<file path="src/rtl/lgw_pkg.sv">
// Shared constants and types for the LCD window GRAM writer.
`timescale 1ns / 1ps

package lgw_pkg;

  // Panel geometry defaults.
  localparam int PANEL_WIDTH_DEF  = 240;
  localparam int PANEL_HEIGHT_DEF = 320;

  // Command codes on the display link.
  localparam logic [7:0] CMD_MADCTL   = 8'h36;
  localparam logic [7:0] CMD_COLSET   = 8'h2A;
  localparam logic [7:0] CMD_PAGESET  = 8'h2B;
  localparam logic [7:0] CMD_MEMWRITE = 8'h2C;

  // Bit positions in the access-control (orientation) byte.
  localparam int ORIENT_EXCHANGE = 5;
  localparam int ORIENT_MIRROR_A = 6;
  localparam int ORIENT_MIRROR_B = 7;

  // Address window after reset.
  localparam logic [15:0] COL_END_RESET = 16'd127;
  localparam logic [15:0] ROW_END_RESET = 16'd7;

  // Placed pixel position and whether it lies on the panel.
  typedef struct packed {
    logic       in_panel;
    logic [7:0] x;
    logic [8:0] y;
  } lgw_pos_t;

endpackage

</file>
<file path="src/rtl/lgw_if.sv">
// Handshake interfaces for the link byte and pixel channels.
`timescale 1ns / 1ps

interface lgw_byte_if;
  logic       valid;
  logic       ready;
  logic       is_command;
  logic [7:0] byte_value;

  modport source (output valid, output is_command, output byte_value, input ready);
  modport sink (input valid, input is_command, input byte_value, output ready);
endinterface

interface lgw_pixel_if;
  logic        valid;
  logic        ready;
  logic [7:0]  pixel_x;
  logic [8:0]  pixel_y;
  logic [15:0] pixel_color;

  modport source (output valid, output pixel_x, output pixel_y, output pixel_color,
                  input ready);
  modport sink (input valid, input pixel_x, input pixel_y, input pixel_color,
                output ready);
endinterface

</file>
<file path="src/rtl/lgw_pixel_map.sv">
// Orientation mirroring and panel clipping of the write cursor.
`timescale 1ns / 1ps

module lgw_pixel_map
  import lgw_pkg::*;
#(
  parameter int PANEL_WIDTH  = PANEL_WIDTH_DEF,
  parameter int PANEL_HEIGHT = PANEL_HEIGHT_DEF
) (
  input  logic [15:0] cursor_col,
  input  logic [15:0] cursor_row,
  input  logic [7:0]  orientation,
  output lgw_pos_t    pos
);

  localparam logic [15:0] WIDTH_LIM  = 16'(PANEL_WIDTH);
  localparam logic [15:0] HEIGHT_LIM = 16'(PANEL_HEIGHT);
  localparam logic [15:0] X_LAST     = 16'(PANEL_WIDTH - 1);
  localparam logic [15:0] Y_LAST     = 16'(PANEL_HEIGHT - 1);

  logic        exch;
  logic        mx;
  logic        my;
  logic [15:0] x_flip;
  logic [15:0] y_flip;

  assign exch   = orientation[ORIENT_EXCHANGE];
  assign mx     = exch ? orientation[ORIENT_MIRROR_A] : orientation[ORIENT_MIRROR_B];
  assign my     = exch ? orientation[ORIENT_MIRROR_B] : orientation[ORIENT_MIRROR_A];
  assign x_flip = X_LAST - cursor_col;
  assign y_flip = Y_LAST - cursor_row;

  // Either way round, the mirrored position is on the panel exactly when the
  // raw cursor is below the panel size.
  assign pos.in_panel = (cursor_col < WIDTH_LIM) && (cursor_row < HEIGHT_LIM);
  assign pos.x        = mx ? cursor_col[7:0] : x_flip[7:0];
  assign pos.y        = my ? y_flip[8:0] : cursor_row[8:0];

endmodule

</file>
<file path="src/rtl/lcd_window_gram_writer.sv">
// Top level of the LCD window GRAM writer: command decode, window, cursor and output.
`timescale 1ns / 1ps
//
// Takes bytes from a display link on the link channel, each flagged as a
// command or a data byte, and emits placed pixels on the pixel channel.
// Access control sets the orientation; column and page set load the address
// window, two big-endian 16-bit arguments each, swapped when row/column
// exchange is set. After memory write, each pair of data bytes forms an
// RGB565 colour that is mirrored, clipped to the panel and emitted; the
// cursor then steps through the window with wrap.
// Every item is handled in the cycle it is accepted, and a pixel appears on
// the pixel channel in the cycle after its second byte is accepted. One byte
// is taken per cycle while the link is not stalled by a waiting pixel.
// When the receiver stalls with a pixel waiting, the held pixel stays put and
// the link is stalled as well, for every byte, until that pixel is taken.
// Reset empties the output register, clears the orientation, sets the window
// to columns 0..127 and rows 0..7 and leaves nothing pending.

module lcd_window_gram_writer
  import lgw_pkg::*;
#(
  parameter int PANEL_WIDTH  = PANEL_WIDTH_DEF,
  parameter int PANEL_HEIGHT = PANEL_HEIGHT_DEF
) (
  input  logic               clk,
  input  logic               rst,
  lgw_byte_if.sink           link,
  lgw_pixel_if.source        pixel
);

  localparam logic [1:0] PEND_NONE    = 2'd0;
  localparam logic [1:0] PEND_MADCTL  = 2'd1;
  localparam logic [1:0] PEND_COLSET  = 2'd2;
  localparam logic [1:0] PEND_PAGESET = 2'd3;

  localparam logic [1:0] ARG_START_HI = 2'd0;
  localparam logic [1:0] ARG_START_LO = 2'd1;
  localparam logic [1:0] ARG_END_HI   = 2'd2;
  localparam logic [1:0] ARG_END_LO   = 2'd3;

  logic [7:0]  orientation, orientation_next;
  logic [15:0] col_start, col_start_next;
  logic [15:0] col_end, col_end_next;
  logic [15:0] row_start, row_start_next;
  logic [15:0] row_end, row_end_next;
  logic [15:0] cursor_col, cursor_col_next;
  logic [15:0] cursor_row, cursor_row_next;
  logic [1:0]  pending, pending_next;
  logic [1:0]  arg_count, arg_count_next;
  logic        writing, writing_next;
  logic        awaiting_low, awaiting_low_next;
  logic [7:0]  held_high, held_high_next;

  logic        out_valid;
  logic [7:0]  out_x;
  logic [8:0]  out_y;
  logic [15:0] out_color;

  logic        accept;
  logic        emit;
  logic        exch;
  logic        to_cols;
  logic [7:0]  b;
  logic [16:0] col_inc;
  logic [16:0] row_inc;
  logic        col_wrap;
  logic        row_wrap;
  logic [15:0] col_adv;
  logic [15:0] row_adv;
  lgw_pos_t    pos;

  lgw_pixel_map #(
    .PANEL_WIDTH (PANEL_WIDTH),
    .PANEL_HEIGHT(PANEL_HEIGHT)
  ) u_map (
    .cursor_col (cursor_col),
    .cursor_row (cursor_row),
    .orientation(orientation),
    .pos        (pos)
  );

  assign link.ready = !out_valid || pixel.ready;
  assign accept     = link.valid && link.ready;
  assign b          = link.byte_value;
  assign exch       = orientation[ORIENT_EXCHANGE];
  assign to_cols    = (pending == PEND_COLSET) != exch;

  // Cursor steps; the sum is one bit wider so that 0xFFFF wraps too.
  assign col_inc  = {1'b0, cursor_col} + 17'd1;
  assign row_inc  = {1'b0, cursor_row} + 17'd1;
  assign col_wrap = col_inc > {1'b0, col_end};
  assign row_wrap = row_inc > {1'b0, row_end};
  assign col_adv  = col_wrap ? col_start : col_inc[15:0];
  assign row_adv  = row_wrap ? row_start : row_inc[15:0];

  always_comb begin
    orientation_next  = orientation;
    col_start_next    = col_start;
    col_end_next      = col_end;
    row_start_next    = row_start;
    row_end_next      = row_end;
    cursor_col_next   = cursor_col;
    cursor_row_next   = cursor_row;
    pending_next      = pending;
    arg_count_next    = arg_count;
    writing_next      = writing;
    awaiting_low_next = awaiting_low;
    held_high_next    = held_high;
    emit              = 1'b0;

    if (accept) begin
      if (link.is_command) begin
        writing_next      = 1'b0;
        awaiting_low_next = 1'b0;
        arg_count_next    = ARG_START_HI;
        pending_next      = PEND_NONE;
        case (b)
          CMD_MADCTL:   pending_next = PEND_MADCTL;
          CMD_COLSET:   pending_next = PEND_COLSET;
          CMD_PAGESET:  pending_next = PEND_PAGESET;
          CMD_MEMWRITE: writing_next = 1'b1;
          default:      pending_next = PEND_NONE;
        endcase
      end else if (pending == PEND_MADCTL) begin
        orientation_next = b;
        pending_next     = PEND_NONE;
      end else if (pending inside {PEND_COLSET, PEND_PAGESET}) begin
        // The start bytes load the cursor as well as the window start.
        case (arg_count)
          ARG_START_HI: begin
            if (to_cols) begin
              col_start_next  = {8'd0, b};
              cursor_col_next = {8'd0, b};
            end else begin
              row_start_next  = {8'd0, b};
              cursor_row_next = {8'd0, b};
            end
          end
          ARG_START_LO: begin
            if (to_cols) begin
              col_start_next  = {col_start[7:0], b};
              cursor_col_next = {cursor_col[7:0], b};
            end else begin
              row_start_next  = {row_start[7:0], b};
              cursor_row_next = {cursor_row[7:0], b};
            end
          end
          ARG_END_HI: begin
            if (to_cols) col_end_next = {8'd0, b};
            else         row_end_next = {8'd0, b};
          end
          default: begin
            if (to_cols) col_end_next = {col_end[7:0], b};
            else         row_end_next = {row_end[7:0], b};
          end
        endcase
        if (arg_count == ARG_END_LO) begin
          arg_count_next = ARG_START_HI;
          pending_next   = PEND_NONE;
        end else begin
          arg_count_next = arg_count + 2'd1;
        end
      end else if (writing) begin
        if (!awaiting_low) begin
          held_high_next    = b;
          awaiting_low_next = 1'b1;
        end else begin
          awaiting_low_next = 1'b0;
          emit              = pos.in_panel;
          // Row-major normally, column-major when exchanged.
          if (exch) begin
            cursor_row_next = row_adv;
            if (row_wrap) cursor_col_next = col_adv;
          end else begin
            cursor_col_next = col_adv;
            if (col_wrap) cursor_row_next = row_adv;
          end
        end
      end
    end
  end

  always_ff @(posedge clk) begin
    if (rst) begin
      orientation  <= 8'd0;
      col_start    <= 16'd0;
      col_end      <= COL_END_RESET;
      row_start    <= 16'd0;
      row_end      <= ROW_END_RESET;
      cursor_col   <= 16'd0;
      cursor_row   <= 16'd0;
      pending      <= PEND_NONE;
      arg_count    <= ARG_START_HI;
      writing      <= 1'b0;
      awaiting_low <= 1'b0;
      held_high    <= 8'd0;
      out_valid    <= 1'b0;
    end else begin
      orientation  <= orientation_next;
      col_start    <= col_start_next;
      col_end      <= col_end_next;
      row_start    <= row_start_next;
      row_end      <= row_end_next;
      cursor_col   <= cursor_col_next;
      cursor_row   <= cursor_row_next;
      pending      <= pending_next;
      arg_count    <= arg_count_next;
      writing      <= writing_next;
      awaiting_low <= awaiting_low_next;
      held_high    <= held_high_next;
      if (emit)             out_valid <= 1'b1;
      else if (pixel.ready) out_valid <= 1'b0;
    end
  end

  always_ff @(posedge clk) begin
    if (emit) begin
      out_x     <= pos.x;
      out_y     <= pos.y;
      out_color <= {held_high, b};
    end
  end

  assign pixel.valid       = out_valid;
  assign pixel.pixel_x     = out_x;
  assign pixel.pixel_y     = out_y;
  assign pixel.pixel_color = out_color;

endmodule

</file>
<file path="src/flat_wrapper.sv">
// flat-port wrapper written by rule: the top's interface ports become plain ports
module lcd_window_gram_writer_flat import lgw_pkg::*;
#(
  parameter int PANEL_WIDTH  = PANEL_WIDTH_DEF,
  parameter int PANEL_HEIGHT = PANEL_HEIGHT_DEF
)
  (clk, rst, link_valid, link_is_command, link_byte_value, link_ready, pixel_valid, pixel_pixel_x, pixel_pixel_y, pixel_pixel_color, pixel_ready);
  lgw_byte_if link_i ();
  lgw_pixel_if pixel_i ();
  input  logic clk;
  input  logic rst;
  input wire logic [$bits(link_i.valid)-1:0] link_valid;
  input wire logic [$bits(link_i.is_command)-1:0] link_is_command;
  input wire logic [$bits(link_i.byte_value)-1:0] link_byte_value;
  output wire logic [$bits(link_i.ready)-1:0] link_ready;
  output wire logic [$bits(pixel_i.valid)-1:0] pixel_valid;
  output wire logic [$bits(pixel_i.pixel_x)-1:0] pixel_pixel_x;
  output wire logic [$bits(pixel_i.pixel_y)-1:0] pixel_pixel_y;
  output wire logic [$bits(pixel_i.pixel_color)-1:0] pixel_pixel_color;
  input wire logic [$bits(pixel_i.ready)-1:0] pixel_ready;
  assign link_i.valid = link_valid;
  assign link_i.is_command = link_is_command;
  assign link_i.byte_value = link_byte_value;
  assign link_ready = link_i.ready;
  assign pixel_valid = pixel_i.valid;
  assign pixel_pixel_x = pixel_i.pixel_x;
  assign pixel_pixel_y = pixel_i.pixel_y;
  assign pixel_pixel_color = pixel_i.pixel_color;
  assign pixel_i.ready = pixel_ready;
  lcd_window_gram_writer #(.PANEL_WIDTH(PANEL_WIDTH), .PANEL_HEIGHT(PANEL_HEIGHT)) u_core (.clk(clk), .rst(rst), .link(link_i), .pixel(pixel_i));
endmodule
</file>
<file path="config.mk">
export PLATFORM = sky130hd
export DESIGN_NAME = lcd_window_gram_writer_flat
export DESIGN_NICKNAME = d
export VERILOG_FILES = /design/src/rtl/lgw_pkg.sv /design/src/rtl/lgw_if.sv /design/src/rtl/lgw_pixel_map.sv /design/src/rtl/lcd_window_gram_writer.sv /design/src/flat_wrapper.sv
export SDC_FILE = /design/constraint.sdc
export NUM_CORES = 1
export LEC_CHECK = 0
export BUFFER_PORTS_ARGS = -buffer_cell sky130_fd_sc_hd__buf_2
export CORE_UTILIZATION = 59
export CTS_CLUSTER_SIZE = 20
export DETAILED_ROUTE_END_ITERATION = 12
export PLACE_DENSITY_LB_ADDON = 0.15
export RECOVER_POWER = 50
export SLEW_MARGIN = 40
export SYNTH_ARGS = -nofsm -noshare
export SYNTH_HDL_FRONTEND = slang
export SYNTH_SLANG_ARGS = --single-unit
</file>
<file path="constraint.sdc">
create_clock -name clk -period 4.5 [get_ports clk]
set_clock_uncertainty 0.15 [all_clocks]
set_input_delay 0.9 -clock clk [delete_from_list [all_inputs] [get_ports clk]]
set_output_delay 0.9 -clock clk [all_outputs]
set_load 0.1 [all_outputs]
</file>
# == After elaboration in Yosys (flattened, before gate mapping) ==
# Cells that the tools add are included.
# totals
elab_cells,135
ff_bits,152
# classes
magnitude_cmp,4
n_bitwise,6
addsub,5
n_reduce_logical,28
mux,53
n_eq_ne,23
# ops
operator,count
16-bit 2-to-1 mux,20
16-bit case mux with 2 select lines,6
16-bit by 1-bit adder with 17-bit output (second input constant),2
17-bit by 16-bit > comparator with 1-bit output,2
8-bit by 6-bit == test with 1-bit output (second input constant),4
6-bit AND reduction,3
9-bit AND reduction,2
16-bit by 8-bit < comparator with 1-bit output (second input constant),1
16-bit by 9-bit < comparator with 1-bit output (second input constant),1
1-bit 2-to-1 mux,16
2-bit 2-to-1 mux,8
7-bit AND reduction,2
2-bit nonzero test,7
3-bit inequality test (second input constant),4
9-bit 2-to-1 mux,1
3-bit AND reduction,3
3-bit nonzero test,3
9-bit subtractor (first input constant),1
2-bit == test (second input constant),4
8-bit 2-to-1 mux,1
2-bit inequality test (second input constant),4
8-bit subtractor (first input constant),1
3-bit by 2-bit inequality test with 1-bit output (second input constant),2
1-bit inverter,6
other kinds (12),15

# == Depth between registers and ports, before layout ==
# Gate-level depths: netlist of run 1.
# depth
ltp_word,9
mapped_depth,15
mapped_depth_nobuf,13

# == Cells and area by module ==
# A second synthesis of run 1 with hierarchy kept.
# unflattened
cells_unflattened,900
hier_area_um2,7918.8
# modules_own_cells
module,cells_per_inst,area_per_inst_um2,n_inst,seq_area_each_um2
lcd_window_gram_writer,864,7614.8,1,3373.2
lgw_pixel_map,36,304.0,1,0.0

# == Worst setup path after synthesis of run 1 ==
# OpenSTA, ideal clock, no wires.
# synth_timing
kind,in2reg
from,input port pixel_ready
to,"register u_core.out_color[0] (netlist: u_core.pixel.pixel_color[0]), enable pin"
stages,4
path_buffers,0
t_arrival_ns,3.316
setup_time_ns,0.388
slack_ns,0.646
path_cell_list,nand2b_1 > nand3b_1 > or4_1 > inv_1
# synth_between
elab_chain_len,3
# synth_lines
element,line,source
from (decl),flat_wrapper.sv:20,input wire logic [$bits(pixel_i.ready)-1:0] pixel_ready;
1-bit logical OR,lcd_window_gram_writer.sv:82,assign link.ready = !out_valid || pixel.ready;
1-bit logical AND,lcd_window_gram_writer.sv:83,assign accept = link.valid && link.ready;
1-bit 2-to-1 mux,lcd_window_gram_writer.sv:111,if (accept) begin
named net u_core.emit,lcd_window_gram_writer.sv:60,logic emit;
to (signal assigned),lcd_window_gram_writer.sv:220,"out_color <= {held_high, b};"
to (decl),lcd_window_gram_writer.sv:57,logic [15:0] out_color;
# The timed path passes the listed nets, and every way through them passes these cells.
# A chain may end at the register's enable or synchronous reset.

# == Final worst setup path of run 1 ==
# layout_timing
from,register u_core.cursor_row[3]
to,register u_core.cursor_row[3]
# layout_between
elab_chain_len,8
# layout_lines
element,line,source
from (decl),lcd_window_gram_writer.sv:47,"logic [15:0] cursor_row, cursor_row_next;"
from (signal assigned),lcd_window_gram_writer.sv:205,cursor_row <= cursor_row_next;
16-bit by 1-bit adder with 17-bit output *,lcd_window_gram_writer.sv:90,"assign row_inc = {1'b0, cursor_row} + 17'd1;"
17-bit by 16-bit > comparator with 1-bit output,lcd_window_gram_writer.sv:92,"assign row_wrap = row_inc > {1'b0, row_end};"
16-bit 2-to-1 mux *,lcd_window_gram_writer.sv:94,assign row_adv = row_wrap ? row_start : row_inc[15:0];
16-bit 2-to-1 mux,lcd_window_gram_writer.sv:176,if (col_wrap) cursor_row_next = row_adv;
16-bit 2-to-1 mux *,lcd_window_gram_writer.sv:171,if (exch) begin
16-bit 2-to-1 mux *,lcd_window_gram_writer.sv:164,if (!awaiting_low) begin
16-bit 2-to-1 mux *,lcd_window_gram_writer.sv:163,end else if (writing) begin
16-bit 2-to-1 mux *,lcd_window_gram_writer.sv:127,"end else if (pending inside {PEND_COLSET, PEND_PAGESET}) begin"
# Every way passes the cells marked *; elsewhere a longest branch is shown, timed or not. The select of a mux whose other input is x is not followed.

==> results of run 1 <==
[routing by layer]
metal | wire length (um) | vias up
met2 | 9170 | 259
met5 | 0 | -
met1 | 9920 | 3108
li1 | - | 3115
met4 | 361 | 0
met3 | 1390 | 25
[through the flow]
| step | utilization (%) | hold WS (ns) | instances | total power (W) | instance area [um^2] |
|---|---|---|---|---|---|
| 2_1_floorplan | - | 0.258 | 869 | 0.00140 | 7810 |
| 5_1_grt | 67.4 | 0.287 | 1074 | 0.00286 | 8610 |
| 3_5_place_dp | 63.4 | 0.267 | 1042 | 0.00142 | 8100 |
| 3_3_place_gp | 63.3 | 0.262 | 1042 | 0.00142 | 8080 |
| 6_report | 67.4 | 0.279 | 1074 | 0.00279 | 8610 |
| 4_1_cts | 68.0 | 0.281 | 1074 | 0.00280 | 8680 |
[worst max-delay path: stages, from the launching register on]
cell      delay, ns
dfxtp_1        0.53
and4_4         0.31
and4_1         0.30
nand2_1        0.12
nor3_1         0.26
xor2_1         0.14
ha_1           0.31
nand2_1        0.07
nor3_2         0.37
a211oi_4       0.18
o21ai_4        0.51
mux2_2         0.42
a311oi_1       0.26
[final timing paths]
path | start | slack, ns | end | cells after the start
hold / removal | u_core.held_high[1] | 0.28 | u_core.pixel.pixel_color[9] | 0
setup reg to reg | u_core.cursor_row[3] | 0.45 | u_core.cursor_row[3] | 12
setup / recovery | u_core.cursor_row[3] | 0.45 | u_core.cursor_row[3] | 12
hold reg to reg | u_core.held_high[1] | 0.28 | u_core.pixel.pixel_color[9] | 0
[layout by cell type, fill, tap and decap left out, drive strengths merged, types with 29 or more instances in the layout]
cell    count
nand2     125
a21oi      71
mux2i      40
xnor2      29
clkbuf     62
edfxtp     33
dfxtp     114
nor2       60
ha         42
nand3      42
inv        49
[area by class of cell]
class                   instances  area (um^2)
inverters                      46          173
repair buffers                 55          248
clock buffers                  17          425
flip-flops and latches        147         3270
multi-input cells             622         4120
well taps                     172          215
clock inverters                15          159
fillers                      1080         4160
[flip-flops by register name (all words and copies together), names as in the netlist]
| signal | flops |
|---|---|
| u_core.arg_count | 2 |
| u_core.awaiting_low | 1 |
| u_core.col_start | 16 |
| u_core.pixel.pixel_x | 8 |
| u_core.row_end | 16 |
| u_core.pixel.valid | 1 |
| u_core.writing | 1 |
| u_core.pixel.pixel_y | 9 |
| u_core.cursor_col | 16 |
| u_core.pending | 2 |
| u_core.row_start | 16 |
| u_core.col_end | 16 |
| u_core.cursor_row | 16 |
| u_core.orientation | 3 |
| u_core.held_high | 8 |
| u_core.pixel.pixel_color | 16 |
[power by group]
group	internal (W)	switching (W)
combinational	0.00000799	0.0000420
clock	0.000821	0.000577
sequential	0.00134	0.000000219
[kinds of logic after synthesis]
logic type               count (synthesis)  share of synthesized area, %
AND/OR/NAND/NOR                        322                          20.3
multiplexers                            48                          6.28
adder cells (fa/ha/maj)                 42                          6.73
buffers and inverters                  100                          5.49
XOR/XNOR                                42                          4.71
flip-flops                             147                          41.9
AO/OA/AOI/OAI                          168                          14.6
==> flow_summary_export.csv, run 1 <==
group,metric,value,unit
status,status,"complete, but fails checks",
status,violations,"capacitance limit, slew limit",
floorplan,coreArea,0.0128,mm^2
detailed_routing,dr.pass1.iters,5,
synth,synth_edf_count,33,
detailed_routing,routedWlPerCell,19.4,um
global_routing,grt_pass1_vias,6058,
detailed_routing,routed_wirelength,20.8,mm
synth,syn_area,0.00781,mm^2
worst_setup_path,cp.arrival,4.21,ns
final_layout,diodes,0,
global_routing,antenna_found_initial,0,
timing,hold_viol,0,
timing,slew_viol_final,82,
floorplan,dieWidth,117,um
worst_setup_path,crit_type,"flip-flop to flip-flop",
synth,synth_area_leaders,"dfxtp_1, edfxtp_1, ha_1",
global_routing,grt_use_total,32.5,%
worst_setup_path,cp_max_fo,19,
timing,period_minus_slack,4.05,ns
timing,worst_pin_slew,1.67,ns
cts,holdBufCountCts,0,
placed_design,gp_congestion,0.894,
cts,insertion_delay,0.43,ns
cts,clockBufferDepth,2,
timing,setup_ws,0.447,ns
global_routing,met1_usage,47.4,%
floorplan,rows,41,
power_and_ir_drop,power_density,324,mW/mm^2
timing,fin_tns_setup,0,ns
placed_design,place_ws,0.500,ns
placed_design,numPortBuffers,47,
cts,cts_tree,"yes",
synth,synthFlopType,"dfxtp_1",
timing,rsz0062_at_grt,"false",
detailed_routing,vias,6507,
cts,numClockSinks,147,
final_layout,nets,944,
timing,finalCritPeriodShare,90.1,%
global_routing,gr-usage-met3,6.28,%
detailed_routing,drc,0,
floorplan,start_util,61.2,%
timing,slew_headroom,-11.2,%
synth,yosys.area.top_type,"dfxtp_1",
floorplan,die_h,117,um
synth,yosysUniqueCellTypes,67,
floorplan,die_area,0.0137,mm^2
cts,clk_transition_reported_paths,0.06,ns
global_routing,overflow,0,
detailed_routing,final_antenna_net_count,0,
worst_setup_path,cp_data_required_time,4.65,ns
detailed_routing,via_per_inst,6.06,
synth,synth-async-reset-ratio,0,%
timing,setup_viol,0,
cts,h-tree-depth,4,
global_routing,met2_usage,47.9,%
cts,cts_inserted_buffers,17,
global_routing,grt_pass1_wl,32.8,mm
final_layout,area_delta_synth_final,10.2,%
final_layout,drive_above_1_share,7.76,%
cts,cts_setup_buffers,0,
detailed_routing,first_iter_violations,501,
cts,clockRootBuffer,"clkbuf_16",
timing,clock.fmax,247,MHz
cts,cts-resized-gates,0,
floorplan,ios,48,
synth,syn_nets,924,
synth,yosysMostFrequentCell,"nand2_1",
worst_setup_path,crit_path_end_kind,"flip-flop",
global_routing,grt_max_degree,82,
power_and_ir_drop,ir_worst_vdd,0.270,mV
power_and_ir_drop,p_leak,3.26,nW
synth,syn_avg_cell_area,8.99,um^2
synth,yosysWarnings,0,
global_routing,top_usage_layer,"met2",
job,cap_violations,1,
synth,yosysSeqAreaShare,41.9,%
worst_setup_path,critPathLaunchType,"flip-flop",
synth,ys_ff_latch,147,
synth,synthCells,869,
synth,netlist.area_leader.share,29.2,%
synth,ys_top_cells_by_count,"nand2_1, dfxtp_1, a21oi_1, nor2_1, inv_1",
min_path,hold_path_class,"flip-flop to flip-flop",
placed_design,hpwl,14.7,mm
No activity file was read; power rests on OpenSTA's default activity.
==> inputs of run 2 (changes only) <==
Settings changed: SYNTH_HIERARCHICAL set to 1.
==> flow_summary_export.csv, run 2 <==
group,metric,value,unit
floorplan,ios,48,
worst_setup_path,cp.arrival,4.40,ns
cts,cts_inserted_buffers,17,
synth,syn_avg_cell_area,8.81,um^2
synth,synthCells,880,
placed_design,hpwl,14.7,mm
min_path,hold_path_class,"flip-flop to flip-flop",
cts,holdBufCountCts,0,
worst_setup_path,crit_path_end_kind,"flip-flop",
timing,setup_ws,0.210,ns
worst_setup_path,cp_data_required_time,4.61,ns
worst_setup_path,cpPeakStageDelay,0.52,ns
global_routing,grt_use_total,32.6,%
timing,slew_viol_final,0,
cts,cts-resized-gates,0,
final_layout,area_delta_synth_final,12.4,%
cts,h-tree-depth,4,
final_layout,nets,963,
final_layout,layout_common_cells,"nand2_1, dfxtp_1, a21oi_1",
floorplan,coreArea,0.0127,mm^2
power_and_ir_drop,p_total,0.00297,W
cts,cts_tree,"yes",
detailed_routing,dr.pass1.iters,6,
cts,cts_setup_buffers,0,
timing,hold_viol,0,
floorplan,start_util,61.0,%
global_routing,grt_pass1_wl,33.0,mm
worst_setup_path,cp_max_fo,26,
global_routing,grt_pass1_vias,6173,
floorplan,die_h,117,um
floorplan,dieWidth,117,um
timing,slew_headroom,14.5,%
synth,syn_nets,933,
detailed_routing,drc,0,
placed_design,gp_congestion,1.07,
detailed_routing,via_per_inst,6.23,
synth,syn_area,0.00776,mm^2
global_routing,grt_max_degree,94,
worst_setup_path,crit_chain,"nand4_2, or2_2, xnor2_1, ha_1, nand4_1, nor3_1, a2111oi_0, o211a_1, buf_12, a31oi_4, buf_12, o32ai_1",
power_and_ir_drop,ir_worst_vdd,0.298,mV
timing,fin_tns_setup,0,ns
final_layout,diodes,0,
timing,finalCritPeriodShare,95.3,%
timing,setup_viol,0,
status,status,"finished, final reports clean",
worst_setup_path,crit_top_cell,"buf_12",
job,cap_violations,0,
power_and_ir_drop,power_density,341,mW/mm^2
placed_design,numPortBuffers,47,
global_routing,overflow,0,
worst_setup_path,reg2reg_setup_slack,0.21,ns
cts,clockRootBuffer,"clkbuf_16",
timing,worst_pin_slew,1.25,ns
timing,rsz0062_at_grt,"false",
placed_design,place_ws,0.543,ns
cts,clk_transition_reported_paths,0.06,ns
detailed_routing,routed_wirelength,21.4,mm
synth,yosysWarnings,6,
cts,insertion_delay,0.42,ns
cts,clockBufferDepth,2,
detailed_routing,routedWlPerCell,19.5,um
final_layout,final_common_cell,"nand2_1",
final_layout,drive_above_1_share,9.75,%
cts,numClockSinks,147,
final_layout,fillers,1091,
worst_setup_path,crit_type,"flip-flop to flip-flop",
timing,clock.fmax,233,MHz
global_routing,antenna_found_initial,0,
detailed_routing,first_iter_violations,697,
power_and_ir_drop,p_leak,3.24,nW
detailed_routing,final_antenna_net_count,0,
floorplan,die_area,0.0136,mm^2
timing,period_minus_slack,4.29,ns
worst_setup_path,slowest_stage,"a2111oi_0",
detailed_routing,vias,6822,
worst_setup_path,critPathLaunchType,"flip-flop",
floorplan,rows,41,
## run 2: cell count changes in the layout (fill, tap and decap cells not counted), sizes merged, moves of 9 or more
cell    previous run  this run
mux2i             40        14
buf               10        27
a21oi             71        86
a31oi             16         4
a211oi             3        14
nor2              60        69
o21a               9         0
## run 2: worst paths after layout
path,start,end,cells after the start
max,u_core/cursor_row[5],u_core/cursor_col[6],12
min,u_core/held_high[2],u_core/pixel.pixel_color[10],0
max reg2reg,u_core/cursor_row[5],u_core/cursor_col[6],12
min reg2reg,u_core/held_high[2],u_core/pixel.pixel_color[10],0
## run 2: stage by stage
step | instance area [um^2] | instances | utilization [%] | hold WS (ns)
2_1_floorplan | 7760 | 880 | - | 0.258
3_3_place_gp | 8130 | 1063 | 63.9 | 0.263
3_5_place_dp | 8150 | 1063 | 64.1 | 0.266
4_1_cts | 8810 | 1095 | 69.2 | 0.284
5_1_grt | 8710 | 1095 | 68.5 | 0.293
6_report | 8710 | 1095 | 68.5 | 0.285
## run 2: area by class of cell
cell class              instances  area, um^2  share of cell area (%)
clock buffers                  18         429                    4.92
well taps                     172         215                    2.47
repair buffers                 69         379                    4.35
inverters                      47         176                    2.02
clock inverters                14         225                    2.58
multi-input cells             628        4020                    46.1
flip-flops and latches        147        3270                    37.6
## run 2: where the power goes
part           total [W]  internal, W  switching [W]  leakage [nW]
combinational  0.0000513   0.00000902      0.0000423          1.70
clock            0.00157     0.000993       0.000582         0.308
sequential       0.00134      0.00134   0.0000000796          1.23
total            0.00297      0.00234       0.000624          3.24
## run 2: routing by layer
layer	global-route usage, %	up-vias	part of all wire [%]
met2	49.0	331	44
met4	13.1	0	2.2
li1	-	3183	-
met3	7.58	45	8.2
met5	0	-	0
met1	45.2	3263	45
## run 2: worst max-delay path: cells and delay by family (launching register included)
kind | cells | cell delay [ns]
adder cells (fa/ha/maj) | 1 | 0.36
flip-flops | 1 | 0.49
AND/OR/NAND/NOR | 4 | 0.84
buffers and inverters | 2 | 0.38
AO/OA/AOI/OAI | 4 | 1.40
XOR/XNOR | 1 | 0.45
